<file path="src/hw/rtl/olist_pkg.sv">
`default_nettype none
// ----------------------------------------------------------------------------
// Ordered list package
// Shared widths, operation and status codes, and the command that every
// cell of the list chain sees.
// ----------------------------------------------------------------------------
package olist_pkg;

	localparam int DATA_W        = 32;
	localparam int OP_W          = 2;
	localparam int STATUS_W      = 2;
	localparam int ENTRY_COUNT_W = 5;

	localparam logic [OP_W-1:0] OP_APPEND = 2'd0;
	localparam logic [OP_W-1:0] OP_DELETE = 2'd1;
	localparam logic [OP_W-1:0] OP_FIND   = 2'd2;

	localparam logic [STATUS_W-1:0] ST_OK     = 2'd0;
	localparam logic [STATUS_W-1:0] ST_FULL   = 2'd1;
	localparam logic [STATUS_W-1:0] ST_ABSENT = 2'd2;

	typedef struct packed {
		logic              go;
		logic              append;
		logic              delete_hit;
		logic [DATA_W-1:0] value;
	} cell_cmd_t;

endpackage
`default_nettype wire

</file>
<file path="src/hw/rtl/olist_if.sv">
`default_nettype none
// ----------------------------------------------------------------------------
// Ordered list channels
// Request channel (operation, value) and response channel (status, count).
// ----------------------------------------------------------------------------
interface olist_req_if;
	logic               valid;
	logic               ready;
	logic [1:0]         operation;
	logic signed [31:0] value;

	modport source (output valid, output operation, output value, input ready);
	modport sink (input valid, input operation, input value, output ready);
endinterface

interface olist_rsp_if;
	logic       valid;
	logic       ready;
	logic [1:0] status;
	logic [4:0] entry_count;

	modport source (output valid, output status, output entry_count, input ready);
	modport sink (input valid, input status, input entry_count, output ready);
endinterface
`default_nettype wire

</file>
<file path="src/hw/rtl/olist_cell.sv">
`default_nettype none
// ----------------------------------------------------------------------------
// Ordered list cell
// Holds one entry, compares it with the request value, passes the match
// chain on, and takes the value on append or the neighbor's entry on delete.
// ----------------------------------------------------------------------------
module olist_cell (
	input  wire logic                        clk,
	input  wire olist_pkg::cell_cmd_t        cmd,
	input  wire logic                        here_valid,
	input  wire logic                        here_tail,
	input  wire logic [olist_pkg::DATA_W-1:0] next_entry,
	input  wire logic                        hit_in,
	output logic [olist_pkg::DATA_W-1:0]     entry,
	output logic                             hit_out
);
	import olist_pkg::*;

	logic [DATA_W-1:0] entry_q;

	assign entry   = entry_q;
	assign hit_out = hit_in | (here_valid & (entry_q == cmd.value));

	always_ff @(posedge clk) begin
		if (cmd.go && cmd.append && here_tail) begin
			entry_q <= cmd.value;
		end else if (cmd.go && cmd.delete_hit && hit_out) begin
			entry_q <= next_entry;
		end
	end

endmodule
`default_nettype wire

</file>
<file path="src/hw/rtl/ordered_list_append_delete_find.sv">
`default_nettype none
// ----------------------------------------------------------------------------
// Ordered list with append, delete first match and find
// Chain of DEPTH cells; a match chain runs through the cells and every
// cell at or after the first match shifts in its neighbor on delete.
// The response is registered in the cycle after the request is accepted.
// Throughput: one request per cycle while responses are taken.
// The match chain through all DEPTH cells sets the cycle time.
// Reset clears the entry count and the response valid; entries are not cleared.
// ----------------------------------------------------------------------------
module ordered_list_append_delete_find #(
	parameter int DEPTH = 16
) (
	input  wire logic  clk,
	input  wire logic  arst_n,
	olist_req_if.sink   req,
	olist_rsp_if.source rsp
);
	import olist_pkg::*;

	localparam int COUNT_W = $clog2(DEPTH + 1);

	logic [COUNT_W-1:0]       count_q;
	logic [COUNT_W-1:0]       count_nx;
	logic                     rsp_valid_q;
	logic [STATUS_W-1:0]      status_q;
	logic [ENTRY_COUNT_W-1:0] entry_count_q;
	logic [STATUS_W-1:0]      status_nx;
	logic                     accept;
	logic                     full;
	logic                     found;
	logic                     is_append;
	logic                     is_delete;
	cell_cmd_t                cmd;
	logic [DATA_W-1:0]        entry_c [DEPTH];
	logic [DEPTH:0]           hit_c;

	assign req.ready = !rsp_valid_q || rsp.ready;
	assign accept    = req.valid && req.ready;
	assign is_append = (req.operation == OP_APPEND);
	assign is_delete = (req.operation == OP_DELETE);
	assign full      = (count_q == COUNT_W'(DEPTH));
	assign hit_c[0]  = 1'b0;
	assign found     = hit_c[DEPTH];

	assign cmd.go         = accept;
	assign cmd.append     = is_append && !full;
	assign cmd.delete_hit = is_delete && found;
	assign cmd.value      = req.value;

	for (genvar i = 0; i < DEPTH; i++) begin : g_cell
		logic [DATA_W-1:0] next_entry;
		if (i == DEPTH - 1) begin : g_last
			assign next_entry = entry_c[i];
		end else begin : g_mid
			assign next_entry = entry_c[i+1];
		end
		olist_cell u_cell (
			.clk        (clk),
			.cmd        (cmd),
			.here_valid (count_q > COUNT_W'(i)),
			.here_tail  (count_q == COUNT_W'(i)),
			.next_entry (next_entry),
			.hit_in     (hit_c[i]),
			.entry      (entry_c[i]),
			.hit_out    (hit_c[i+1])
		);
	end

	always_comb begin
		count_nx  = count_q;
		status_nx = ST_OK;
		if (is_append) begin
			if (full) begin
				status_nx = ST_FULL;
			end else begin
				count_nx = count_q + COUNT_W'(1);
			end
		end else if (is_delete) begin
			if (found) begin
				count_nx = count_q - COUNT_W'(1);
			end else begin
				status_nx = ST_ABSENT;
			end
		end else if (!found) begin
			status_nx = ST_ABSENT;
		end
	end

	always_ff @(posedge clk or negedge arst_n) begin
		if (!arst_n) begin
			count_q     <= '0;
			rsp_valid_q <= 1'b0;
		end else begin
			if (accept) begin
				count_q     <= count_nx;
				rsp_valid_q <= 1'b1;
			end else if (rsp.ready) begin
				rsp_valid_q <= 1'b0;
			end
		end
	end

	always_ff @(posedge clk) begin
		if (accept) begin
			status_q      <= status_nx;
			entry_count_q <= ENTRY_COUNT_W'(count_nx);
		end
	end

	assign rsp.valid       = rsp_valid_q;
	assign rsp.status      = status_q;
	assign rsp.entry_count = entry_count_q;

	a_count_bound: assert property (@(posedge clk) disable iff (!arst_n)
		count_q <= COUNT_W'(DEPTH))
		else $error("entry count above depth");

	a_accept_rsp: assert property (@(posedge clk) disable iff (!arst_n)
		accept |=> rsp_valid_q)
		else $error("accepted request without response");

	a_append_grow: assert property (@(posedge clk) disable iff (!arst_n)
		accept && is_append && !full |=> count_q == $past(count_q) + COUNT_W'(1))
		else $error("append did not grow list");

	a_delete_shrink: assert property (@(posedge clk) disable iff (!arst_n)
		accept && is_delete && found |=> count_q == $past(count_q) - COUNT_W'(1))
		else $error("delete did not shrink list");

	a_hold_count: assert property (@(posedge clk) disable iff (!arst_n)
		!accept |=> $stable(count_q))
		else $error("count changed without request");

endmodule
`default_nettype wire
</file>
<file path="src/flat_wrapper.sv">
// flat-port wrapper written by rule: the top's interface ports become plain ports
module ordered_list_append_delete_find_flat import olist_pkg::*;
#(
	parameter int DEPTH = 16
)
  (clk, arst_n, req_valid, req_operation, req_value, req_ready, rsp_valid, rsp_status, rsp_entry_count, rsp_ready);
  olist_req_if req_i ();
  olist_rsp_if rsp_i ();
  input  wire logic clk;
  input  wire logic arst_n;
  input wire logic [$bits(req_i.valid)-1:0] req_valid;
  input wire logic [$bits(req_i.operation)-1:0] req_operation;
  input wire logic [$bits(req_i.value)-1:0] req_value;
  output wire logic [$bits(req_i.ready)-1:0] req_ready;
  output wire logic [$bits(rsp_i.valid)-1:0] rsp_valid;
  output wire logic [$bits(rsp_i.status)-1:0] rsp_status;
  output wire logic [$bits(rsp_i.entry_count)-1:0] rsp_entry_count;
  input wire logic [$bits(rsp_i.ready)-1:0] rsp_ready;
  assign req_i.valid = req_valid;
  assign req_i.operation = req_operation;
  assign req_i.value = req_value;
  assign req_ready = req_i.ready;
  assign rsp_valid = rsp_i.valid;
  assign rsp_status = rsp_i.status;
  assign rsp_entry_count = rsp_i.entry_count;
  assign rsp_i.ready = rsp_ready;
  ordered_list_append_delete_find #(.DEPTH(DEPTH)) u_core (.clk(clk), .arst_n(arst_n), .req(req_i), .rsp(rsp_i));
endmodule
</file>
<file path="config.mk">
export PLATFORM = sky130hd
export DESIGN_NAME = ordered_list_append_delete_find_flat
export DESIGN_NICKNAME = d
export VERILOG_FILES = /design/src/hw/rtl/olist_pkg.sv /design/src/hw/rtl/olist_if.sv /design/src/hw/rtl/olist_cell.sv /design/src/hw/rtl/ordered_list_append_delete_find.sv /design/src/flat_wrapper.sv
export SDC_FILE = /design/constraint.sdc
export NUM_CORES = 1
export LEC_CHECK = 0
export ABC_AREA = 1
export BUFFER_PORTS_ARGS = -buffer_cell sky130_fd_sc_hd__buf_4
export CAP_MARGIN = 20
export CORE_MARGIN = 2
export CORE_UTILIZATION = 60
export DETAILED_ROUTE_END_ITERATION = 7
export PLACE_DENSITY = 0.77
export SYNTH_ARGS = -nofsm -noshare
export SYNTH_HDL_FRONTEND = slang
export SYNTH_SLANG_ARGS = --single-unit
</file>
<file path="constraint.sdc">
create_clock -name clk -period 8.8 [get_ports clk]
set_input_delay 0 -clock clk [delete_from_list [all_inputs] [get_ports clk]]
set_output_delay 0 -clock clk [all_outputs]
set_load 0.02 [all_outputs]
</file>
==> results of run 1 <==
-- power groups by stage --
stage | Combinational (mW) | Clock, mW | Sequential, mW
finish | 0.592 | 2.37 | 2.81
global route | 0.635 | 2.46 | 2.81
CTS | 0.579 | 2.37 | 2.81
detailed placement | 0.560 | 0 | 2.86
global placement | 0.556 | 0 | 2.86
floorplan | 0.393 | 0 | 2.85
-- registers in the layout, indices dropped and copies added (netlist names) --
name                        count
u_core.count_q                  5
u_core.rsp.status               2
u_core.g_cell.u_cell.entry    512
u_core.rsp.valid                1
u_core.rsp.entry_count          5
-- cell usage in the layout (no fill, tap or decap), drive strengths merged --
master / n
nor4b: 1
nor4: 33
edfxtp: 519
and3: 1
a221oi: 1
bufinv: 5
nand2: 777
nor3: 29
o221ai: 2
clkinvlp: 1
or4: 2
o22ai: 5
dlygate4sd3: 37
a21oi: 3
xor2: 133
nor2: 116
buf: 76
clkbuf: 75
inv: 102
or2: 56
ha: 6
nand3: 76
and2: 1
xnor2: 257
o21ai: 504
dfrtp: 6
o31ai: 4
nor3b: 2
o2111ai: 3
clkinv: 22
a31oi: 1
nand4: 60
a2111oi: 2
a211oi: 3
-- timing repair --
item / 4_1_cts / 5_1_grt
buffers inserted: 0 / 0
endpoints found under the setup margin: 0 / 0
hold buffers: 37 / 0
endpoints found under the hold margin: 47 / 0
-- per-stage QoR --
step | total power [mW] | utilization | instance area (µm²)
after CTS | 5.75 | 0.663 | 30900
after global placement | 3.42 | 0.616 | 28700
after detailed placement | 3.42 | 0.616 | 28800
after global routing | 5.91 | 0.665 | 31000
after floorplan | 3.24 | - | 28500
final | 5.77 | 0.665 | 31000
-- worst min-delay path: stages --
cell and delay, ns:
buf_4 0.11, inv_1 0.04, nor2_1 0.14, nand3_1 0.13, nand3_1 0.08, nand2_1 0.09
-- layer usage --
layer	part of all wire	vias up	routed length, µm
met5	0	-	0
met4	0.050	0	4200
met3	0.11	211	8860
met2	0.47	1317	39400
met1	0.37	10600	31300
li1	-	9824	-
-- how the worst min path moves through the flow --
| stage | start | end | depth (start not counted) |
|---|---|---|---|
| final | req_operation[0] | u_core.rsp.entry_count[1] | 6 |
| after global routing | req_operation[0] | u_core.rsp.entry_count[1] | 6 |
| after CTS | req_operation[0] | u_core.rsp.entry_count[1] | 6 |
| after detailed placement | arst_n | u_core.count_q[3] | 1 |
| after global placement | arst_n | u_core.count_q[3] | 1 |
| after floorplan | arst_n | u_core.count_q[0] | 0 |
-- cell type report --
class | count | area (µm²) | share of cell area
multi-input cells | 2078 | 11300 | 0.366
well taps | 607 | 759 | 0.0245
inverters | 101 | 379 | 0.0122
clock inverters | 29 | 269 | 0.00867
clock buffers | 75 | 1520 | 0.0491
repair buffers | 113 | 1000 | 0.0323
flip-flops and latches | 525 | 15700 | 0.507
-- cells by family after synthesis --
kind of cell | Yosys count
AOI/OAI and AO/OA | 528
xor gates and xnor gates | 390
adders and majority gates | 6
buffers and inverters | 327
DFF | 525
and+or+nand+nor | 1154
==> flow_metrics.env, run 1 <==
export IMPL_outcome="complete, no violations"
export IMPL_yosysSeqAreaShare=0.553
export IMPL_dp_slack_ns=3.65
export IMPL_syn_area_per_cell_um2=9.71
export IMPL_final_setup_worst_slack_ns=3.37
export IMPL_ir_worst_vdd_uv=170
export IMPL_num_rows=79
export IMPL_synth_compound_area_frac=0.0949
export IMPL_p_seq_frac=0.487
export IMPL_power_leakage_nw=11.7
export IMPL_grt_use_met1=0.447
export IMPL_synth_seq_cells=525
export IMPL_numCtsBuffers=56
export IMPL_path_cells="inv_2, nand2_1, inv_1, o21ai_1, nand4_1, nor4_1, nand2_1, nor4_1, nor2_4, nand4_4, nand2_4, nor2_2, nand2_1, nand2_1, buf_4"
export IMPL_die_h_um=222
export IMPL_via_per_inst=6.22
export IMPL_cts_tree="built"
export IMPL_avgRoutedWirePerCell_um=23.7
export IMPL_syn2layout_area_growth_pct=9.01
export IMPL_synth_xor_xnor_area_share=0.120
export IMPL_cts_htree_levels=2
export IMPL_path_clk_slew_ns=0.06
export IMPL_yosys_area_share_simple=0.176
export IMPL_finClkSkew_ns=0.0143
export IMPL_root_buffer="clkbuf_16"
export IMPL_maxSlewHeadroom=0.237
export IMPL_power_density_nw_per_um2=186
export IMPL_drt_iter0_markers=3102
export IMPL_firstDrtPassIters=6
export IMPL_synthTopCellsByCount="774 x nand2_1, 519 x edfxtp_1, 500 x o21ai_0, 257 x xnor2_1, 153 x clkbuf_1"
export IMPL_portBuffers=46
export IMPL_cpMostUsedCell="nand2_1"
export IMPL_worstPathRequired_ns=9.09
export IMPL_n_antenna_cell=0
export IMPL_drc=0
export IMPL_stdcell_count=3528
export IMPL_drv_slew=0
export IMPL_netlist_area_um2=28500
export IMPL_timing_fmax_ghz=0.184
export IMPL_synth_area_top_cells="edfxtp_1 55%, nand2_1 10%, o21ai_0 8.8%"
export IMPL_yosysMostFrequentCell="nand2_1"
export IMPL_io_pins=47
export IMPL_nets=2919
export IMPL_routed_wl_um=83700
export IMPL_cp_arrival_ns=5.72
export IMPL_nFillCells=3534
export IMPL_grt_pass1_vias=20700
export IMPL_endpoint_kind="flop"
export IMPL_synth_edf_count=519
export IMPL_switchingPower_mw=1.46
export IMPL_antenna_left=0
export IMPL_busiest_layer="met2"
export IMPL_synthesis_nets=2974
export IMPL_antenna_found_initial=1
export IMPL_p_clk_frac=0.410
export IMPL_crit_path_end="u_core.g_cell[7].u_cell.entry[2]"
export IMPL_maxCapViolCount=0
export IMPL_crit_fanout=17
export IMPL_use_met2=0.546
export IMPL_muxShareOfSynthArea=0
export IMPL_initial_core_util=0.610
export IMPL_grt_max_degree=66
export IMPL_grt_use_met3=0.0596
export IMPL_worst_pin_slew_ns=1.14
export IMPL_r2r_cells=15
export IMPL_timing_rr_end="u_core.g_cell[7].u_cell.entry[2]"
export IMPL_rsz0062_at_grt="false"
export IMPL_layout_min_cycle_time_ns=5.43
export IMPL_gp_congestion=0.953
export IMPL_synth_top_area_cell="edfxtp_1"
export IMPL_yosysUniqueCellTypes=45
export IMPL_slowest_stage="nand2_1"
export IMPL_cts_sinks=525
export IMPL_cp_slowest_stage_delay_ns=0.60
export IMPL_crit_family="simple AND/OR/NAND/NOR gates"
export IMPL_hold_slack_ns=0.101
export IMPL_setup_violations=0
export IMPL_reg2reg_slack_ns=3.37
export IMPL_rr_startpoint="u_core.count_q[0]"
export IMPL_startpoint="u_core.count_q[0]"
export IMPL_fp_coreArea_um2=46700
export IMPL_synth_top_family_by_area="simple AND/OR/NAND/NOR gates"
export IMPL_vias=22000
export IMPL_dieArea_um2=49200
export IMPL_place_inst=3382
export IMPL_grt_first_pass_wirelength_um=125000
export IMPL_overflow=0
export IMPL_drive_gt1_frac=0.0931
export IMPL_synth_cells=2930
export IMPL_crit_cells=15
export IMPL_synth_top_area_share=0.548
export IMPL_critPathBufInv=3
export IMPL_ctsResizeCount=0
export IMPL_dp_hpwl_um=53900
export IMPL_track_usage=0.338
export IMPL_intPower_mw=4.30
export IMPL_clk_latency_ns=0.62
export IMPL_synth_adder_area_share=0.00264
export IMPL_die_w_um=222
export IMPL_hp_class="in2reg"
export IMPL_p_comb_frac=0.103
export IMPL_synthFlopType="edfxtp_1"
export IMPL_async_flop_share=0.0114
export IMPL_critPathLaunchType="flop"
export IMPL_synth_warnings=0
export IMPL_crit_type="reg2reg"
export IMPL_hold_viol_final=0
export IMPL_clockBufferDepth=3
export IMPL_fin_tns_setup_ns=0
export IMPL_switching_share=0.254
export IMPL_period_share=0.617
Note: power is estimated with default switching activity, not from simulation.
==> run 2, diff against run 1 <==
clock period = 5.32 ns   (was 8.8 ns; I/O delays follow)
==> run 2 against run 1 <==
  * Critical endpoint is now u_core.g_cell[2].u_cell.entry[1]
  * Largest cell class unchanged
  * Sequential share of layout area fell by 0.37 points
  * Setup slack got worse by 2.8 ns
  * Global-route usage rose by 2.8 points
  * Largest power group unchanged
  * Hold slack got worse by 0.023 ns
  * Non-clock buffer count rose by 30
  * Critical path depth rose by 1
==> flow_metrics.env, run 2 (synthesis results as in run 1) <==
export IMPL_timing_fmax_ghz=0.209
export IMPL_grt_max_degree=66
export IMPL_largest_reg_flops=512
export IMPL_fin_tns_setup_ns=0
export IMPL_critPathLaunchType="flop"
export IMPL_antenna_found_initial=2
export IMPL_timing_rr_end="u_core.g_cell[2].u_cell.entry[1]"
export IMPL_initial_core_util=0.610
export IMPL_vias=22500
export IMPL_final_setup_worst_slack_ns=0.541
export IMPL_root_buffer="clkbuf_16"
export IMPL_power_density_nw_per_um2=306
export IMPL_nFillCells=3571
export IMPL_finClkSkew_ns=0.0241
export IMPL_setup_violations=0
export IMPL_die_h_um=222
export IMPL_rsz0062_at_grt="false"
export IMPL_portBuffers=46
export IMPL_firstDrtPassIters=6
export IMPL_track_usage=0.365
export IMPL_drc=0
export IMPL_r2r_cells=16
export IMPL_avgRoutedWirePerCell_um=25.4
export IMPL_maxCapViolCount=0
export IMPL_gp_congestion=0.975
export IMPL_worstPathRequired_ns=5.65
export IMPL_dieArea_um2=49200
export IMPL_hp_class="in2reg"
export IMPL_cts_tree="built"
export IMPL_hold_start="req_operation[0]"
export IMPL_io_pins=47
export IMPL_hold_slack_ns=0.0778
export IMPL_layout_min_cycle_time_ns=4.78
export IMPL_grt_first_pass_wirelength_um=134000
export IMPL_clockBufferDepth=3
export IMPL_cp_arrival_ns=5.11
export IMPL_crit_fanout=17
export IMPL_cts_sinks=525
export IMPL_die_w_um=222
export IMPL_power_leakage_nw=11.8
export IMPL_outcome="complete, no violations"
export IMPL_ir_worst_vdd_uv=291
export IMPL_drv_slew=0
export IMPL_drt_iter0_markers=3110
export IMPL_layout_common_cells="762 x nand2_1, 519 x edfxtp_1, 500 x o21ai_0"
export IMPL_via_per_inst=6.33
export IMPL_worst_pin_slew_ns=1.02
export IMPL_hold_viol_final=0
export IMPL_endpoint_kind="flop"
export IMPL_period_share=0.898
export IMPL_cts_htree_levels=2
export IMPL_syn2layout_area_growth_pct=9.82
export IMPL_rr_startpoint="u_core.count_q[1]"
export IMPL_place_area_um2=29100
export IMPL_antenna_left=0
export IMPL_path_clk_slew_ns=0.06
export IMPL_dp_hpwl_um=61200
export IMPL_post_cts_buffers=0
export IMPL_numCtsBuffers=55
export IMPL_min_to="u_core.count_q[4]"
export IMPL_routed_wl_um=90300
export IMPL_fp_coreArea_um2=46700
export IMPL_maxSlewHeadroom=0.321
export IMPL_dp_slack_ns=0.736
export IMPL_hold_path_depth=7
export IMPL_grt_pass1_vias=21700
export IMPL_drive_gt1_frac=0.101
export IMPL_overflow=0
export IMPL_final_common_cell="nand2_1"
export IMPL_finalInstanceArea_um2=31300
export IMPL_reg2reg_slack_ns=0.54
export IMPL_clk_latency_ns=0.63
export IMPL_num_rows=79
export IMPL_nets=2948
export IMPL_fin_util=0.670
export IMPL_crit_type="reg2reg"
## run 2: cell types whose count changed in the layout (fill, tap and decap cells not counted), moves of 2 or more
| cell | previous run | this run |
|---|---|---|
| clkinv_4 | 1 | 3 |
| buf_12 | 3 | 6 |
| clkbuf_1 | 15 | 11 |
| clkinv_2 | 12 | 10 |
| buf_4 | 70 | 98 |
| dlygate4sd3_1 | 37 | 39 |
| clkbuf_8 | 3 | 0 |
## run 2: cell type report
cell class	count	area, µm²	area share
well taps	607	759	0.0243
flip-flops and latches	525	15700	0.504
multi-input cells	2078	11300	0.363
clock inverters	33	335	0.0107
diodes	1	2.50	0.0000801
repair buffers	143	1250	0.0399
clock buffers	67	1440	0.0462
inverters	101	379	0.0121
## run 2: report_power, final
group | switching, mW | leakage, nW | internal [mW] | total, mW
clock | 1.69 | 0.871 | 2.22 | 3.91
combinational | 0.707 | 6.20 | 0.303 | 1.01
sequential | 0.0701 | 4.75 | 4.58 | 4.65
## run 2: layer usage
layer / up-vias / share of wire / track usage
met1: 10800 / 0.37 / 0.468
met4: 2 / 0.065 / 0.213
met5: - / 0.00010 / 0
met3: 290 / 0.10 / 0.0600
li1: 9879 / - / -
met2: 1477 / 0.47 / 0.591
## run 2: stage by stage
stage | std cells | total power, mW
after floorplan | 2930 | 5.37
after global placement | 3413 | 5.68
after detailed placement | 3414 | 5.69
after CTS | 3553 | 9.53
after global routing | 3555 | 9.79
final | 3555 | 9.57
## run 2: repair_timing
item / CTS / global route
endpoints found under the hold margin: 48 / 0
hold buffers: 39 / 0
resized for setup: 0 / 0
## run 2: critical path, cell delays in order, from the launching register on
cell     delay [ns]
dfrtp_1        0.49
inv_2          0.17
ha_1           0.31
inv_1          0.11
nor3_1         0.12
nor4_1         0.70
nand4_1        0.32
nor2_1         0.17
nand3_1        0.22
nand4_4        0.20
nor2_4         0.07
nand4_4        0.17
nand2_4        0.15
nor2_2         0.44
nand2_1        0.12
nand2_2        0.46
buf_12         0.24
## run 2: how the worst max path moves through the flow
stage | cells past startpoint | endpoint | from
2_1_floorplan | 18 | u_core.g_cell[0].u_cell.entry[0] | u_core.count_q[0]
3_3_place_gp | 16 | u_core.g_cell[2].u_cell.entry[2] | u_core.count_q[1]
3_5_place_dp | 16 | u_core.g_cell[2].u_cell.entry[3] | u_core.count_q[1]
4_1_cts | 16 | u_core.g_cell[2].u_cell.entry[3] | u_core.count_q[1]
5_1_grt | 16 | u_core.g_cell[2].u_cell.entry[1] | u_core.count_q[1]
6_report | 16 | u_core.g_cell[2].u_cell.entry[1] | u_core.count_q[1]
